## src/sv/mlst_ram.sv

```systemverilog
module mlst_ram #(
  parameter int Width = 8,
  parameter int Depth = 128
) (
  input  logic                                         clk_i,
  input  logic                                         we_i,
  input  logic [((Depth > 1) ? $clog2(Depth) : 1)-1:0] waddr_i,
  input  logic [Width-1:0]                             wdata_i,
  input  logic                                         re_i,
  input  logic [((Depth > 1) ? $clog2(Depth) : 1)-1:0] raddr_i,
  output logic [Width-1:0]                             rdata_o
);

  logic [Width-1:0] mem_q [Depth];
  logic [Width-1:0] rdata_q;

  always_ff @(posedge clk_i) begin
    if (we_i) begin
      mem_q[waddr_i] <= wdata_i;
    end
    if (re_i) begin
      rdata_q <= mem_q[raddr_i];
    end
  end

  assign rdata_o = rdata_q;

endmodule

```

## config.mk

```make
export PLATFORM = sky130hd
export DESIGN_NAME = mlst_ram
export DESIGN_NICKNAME = d
export VERILOG_FILES = /design/src/sv/mlst_ram.sv
export SDC_FILE = /design/constraint.sdc
export NUM_CORES = 1
export LEC_CHECK = 0
export BUFFER_PORTS_ARGS = -buffer_cell sky130_fd_sc_hd__buf_2
export CORE_MARGIN = 5
export CORE_UTILIZATION = 63
export DETAILED_ROUTE_END_ITERATION = 10
export PLACE_DENSITY = 0.79
export SKIP_LAST_GASP = 1
export SLEW_MARGIN = 20
export SYNTH_ARGS = -nofsm -noshare
export SYNTH_HDL_FRONTEND = slang
export SYNTH_SLANG_ARGS = --single-unit
```

## constraint.sdc

```tcl
create_clock -name clk_i -period 3.44 [get_ports clk_i]
set_input_delay 0.516 -clock clk_i [delete_from_list [all_inputs] [get_ports clk_i]]
set_output_delay 0.516 -clock clk_i [all_outputs]
set_load 0.05 [all_outputs]
```

==> flow_metrics.env <==
export IMPL_yosysWarningCount=0
export IMPL_synth_edf_count=1032
export IMPL_overflow=0
export IMPL_cts_buffer_depth=3
export IMPL_cts_reportedPaths_clkPinSlew_ns=0.07
export IMPL_mappedNetlistArea_um2=39750
export IMPL_synth_top_area_share_pct=77.97
export IMPL_end_kind="flop"
export IMPL_core_um2=62740
export IMPL_final_setup_worst_slack_ns=0.6509
export IMPL_first_pass_iters=7
export IMPL_die_area_um2=68210
export IMPL_rr_startpoint="mem_q[96][3]$_DFFE_PP_"
export IMPL_cts_buffers=96
export IMPL_rows=92
export IMPL_h_tree_depth=3
export IMPL_worstHoldPathCells=1
export IMPL_rsz0062_at_grt="no"
export IMPL_multi_input_comb_area_um2=8354
export IMPL_routed_wl_um=97750
export IMPL_max_freq_mhz=358.5
export IMPL_wl_per_cell_um=35.62
export IMPL_fin_skew_ns=0.02352
export IMPL_status="finished, final reports clean"
export IMPL_finalHoldViolCount=0
export IMPL_initial_core_util_pct=63.35
export IMPL_startpoint_type="primary input"
export IMPL_grt_first_pass_wirelength_um=141900
export IMPL_dp_hpwl_um=53820
export IMPL_drt_iter0_markers=3136
export IMPL_synth_top_cell_by_area="edfxtp_1"
export IMPL_io_pins=33
export IMPL_synthesis_nets=1660
export IMPL_setup_violations=0
export IMPL_synth_cell_type_count=16
export IMPL_antenna_found_initial=5
export IMPL_cts_hold_buffers=0
export IMPL_ant_nets=0
export IMPL_hold_class="in -> reg"
export IMPL_synth_area_per_cell_um2=24.31
export IMPL_power_density_nw_per_um2=574.6
export IMPL_cp_required_ns=3.84
export IMPL_ys_async_sr_fraction_pct=0
export IMPL_critPathMaxFanout=26
export IMPL_instances_no_fill=2744
export IMPL_synth_area_top_cells="edfxtp_1, mux4_2, nor2_1, clkbuf_1, mux2_2"
export IMPL_post_cts_buffers=0
export IMPL_hold_path_end="rdata_o[3]$_DFFE_PP_"
export IMPL_grt_usage_pct=29.45
export IMPL_vias=19355
export IMPL_post_route_period_util_pct=81.08
export IMPL_pre_cts_ws_ns=0.02184
export IMPL_syn_inst=1635
export IMPL_maxCapViolCount=0
export IMPL_post_synth_top_count_cell="edfxtp_1"
export IMPL_io_buffer_count=32
export IMPL_drt_vias_per_instance=7.054
export IMPL_area_growth_pct=13.46
export IMPL_fill_cells=3239
export IMPL_p_leak_uw=0.01411
export IMPL_r2r_setup_slack_ns=0.74
export IMPL_r2r_end="rdata_o[3]$_DFFE_PP_"
export IMPL_drive_gt1_share_pct=34.76
export IMPL_synthFlopType="edfxtp_1"
export IMPL_worstMarginPinSlew_ns=1.080
export IMPL_cts_root_buf="clkbuf_16"
export IMPL_cp_arrival_ns=3.19
export IMPL_drc=0
export IMPL_tritoncts="yes"
export IMPL_layout_min_cycle_time_ns=2.789
export IMPL_clkLatencyLatePin_ns=0.66
export IMPL_nets=1849
export IMPL_die_w_um=261.2
export IMPL_die_y_um=261.2
export IMPL_dp_cells=2572
export IMPL_synth_seq_area_share_pct=77.97
export IMPL_gp_congestion=0.8522
export IMPL_area_sequential_um2=30990
export IMPL_grt_max_degree=118
export IMPL_r2r_cells=4
export IMPL_slew_violations=0
export IMPL_min_delay_start="re_i"
export IMPL_clkSinkCount=1032
export IMPL_fin_setup_tns_ns=0
export IMPL_grt_pass1_vias=19832
export IMPL_ys_ff_latch=1032
export IMPL_timing_worst_setup_path_type="in -> reg"
export IMPL_ctsResizeCount=0
export IMPL_synth_commonest_cells="edfxtp_1, mux4_2, nor2_1"
export IMPL_timing_slew_headroom_pct=27.74
export IMPL_ir_worst_vdd_v=0.0006898
## worst max-delay path by stage
stage	start	slack, ns	endpoint
6_report	raddr_i[0]	0.65	rdata_o[3]$_DFFE_PP_
4_1_cts	raddr_i[0]	0.68	rdata_o[3]$_DFFE_PP_
3_3_place_gp	raddr_i[0]	0.06	rdata_o[3]$_DFFE_PP_
5_1_grt	raddr_i[0]	0.64	rdata_o[3]$_DFFE_PP_
2_1_floorplan	raddr_i[0]	0.28	rdata_o[0]$_DFFE_PP_
3_5_place_dp	raddr_i[0]	0.02	rdata_o[2]$_DFFE_PP_
## worst max-delay path, stage by stage
cell and delay, ns:
buf_8 0.18, buf_12 0.19, buf_12 0.24, mux4_2 0.55, mux4_2 0.59, mux4_2 0.58
mux2_2 0.31
## cell usage in the layout, fill, tap and decap left out
| master | instances |
|---|---|
| buf_12 | 23 |
| buf_2 | 21 |
| buf_4 | 133 |
| buf_6 | 1 |
| buf_8 | 2 |
| bufinv_16 | 11 |
| clkbuf_1 | 18 |
| clkbuf_16 | 97 |
| clkinv_1 | 17 |
| clkinv_2 | 21 |
| clkinv_8 | 2 |
| clkinvlp_4 | 1 |
| diode_2 | 2 |
| edfxtp_1 | 1032 |
| inv_16 | 2 |
| inv_6 | 1 |
| mux2_2 | 8 |
| mux4_2 | 336 |
| nand2_1 | 14 |
| nand2b_1 | 2 |
| nand3_1 | 12 |
| nand4_1 | 3 |
| nor2_1 | 122 |
| nor2b_1 | 7 |
| nor3_1 | 9 |
| or3_1 | 1 |
## power by group
| part | total [uW] | internal (uW) | leakage (uW) | switching, uW |
|---|---|---|---|---|
| clock network | 10600 | 6010 | 0.00152 | 4610 |
| logic | 1370 | 558 | 0.00331 | 813 |
| registers | 13900 | 13900 | 0.00928 | 24.5 |
## sequential cells by signal, summed over array words and instances, names as in the netlist
signal   flops
mem_q     1024
rdata_o      8
## through the flow
step / total power [uW] / instance area (um^2) / utilization (%) / hold WS [ns]
4_1_cts: 25990 / 45090 / 71.87 / 0.2114
6_report: 25910 / 45100 / 71.88 / 0.2354
5_1_grt: 26630 / 45100 / 71.88 / 0.2231
3_3_place_gp: 15480 / 42000 / 66.95 / 0.8941
3_5_place_dp: 15510 / 42000 / 66.95 / 0.8940
2_1_floorplan: 14920 / 39750 / - / 0.6149
## layer usage
layer | vias to the layer above | routed length, um | part of all wire [%] | track usage (%)
met5 | - | 39 | 0.040 | 0
met4 | 6 | 4293 | 4.4 | 10.79
met3 | 287 | 10590 | 11 | 5.640
met2 | 1549 | 49260 | 50 | 47.98
met1 | 10111 | 33560 | 34 | 41.17
li1 | 7402 | - | - | -
## cell type report
class | count | area share (%)
clock inverter | 55 | 1.304
clock buffer | 115 | 5.532
antenna | 2 | 0.01110
tap | 846 | 2.347
multi-input combinational | 514 | 18.53
timing repair buffer | 180 | 3.560
sequential | 1032 | 68.72
## kinds of logic after synthesis
family	Yosys count	synth area share, %
multiplexers	344	19.27
flip-flops	1032	77.97
AND/OR/NAND/NOR	170	1.753
buffers and inverters	89	1.011
Note: power is estimated with default switching activity, not from simulation.
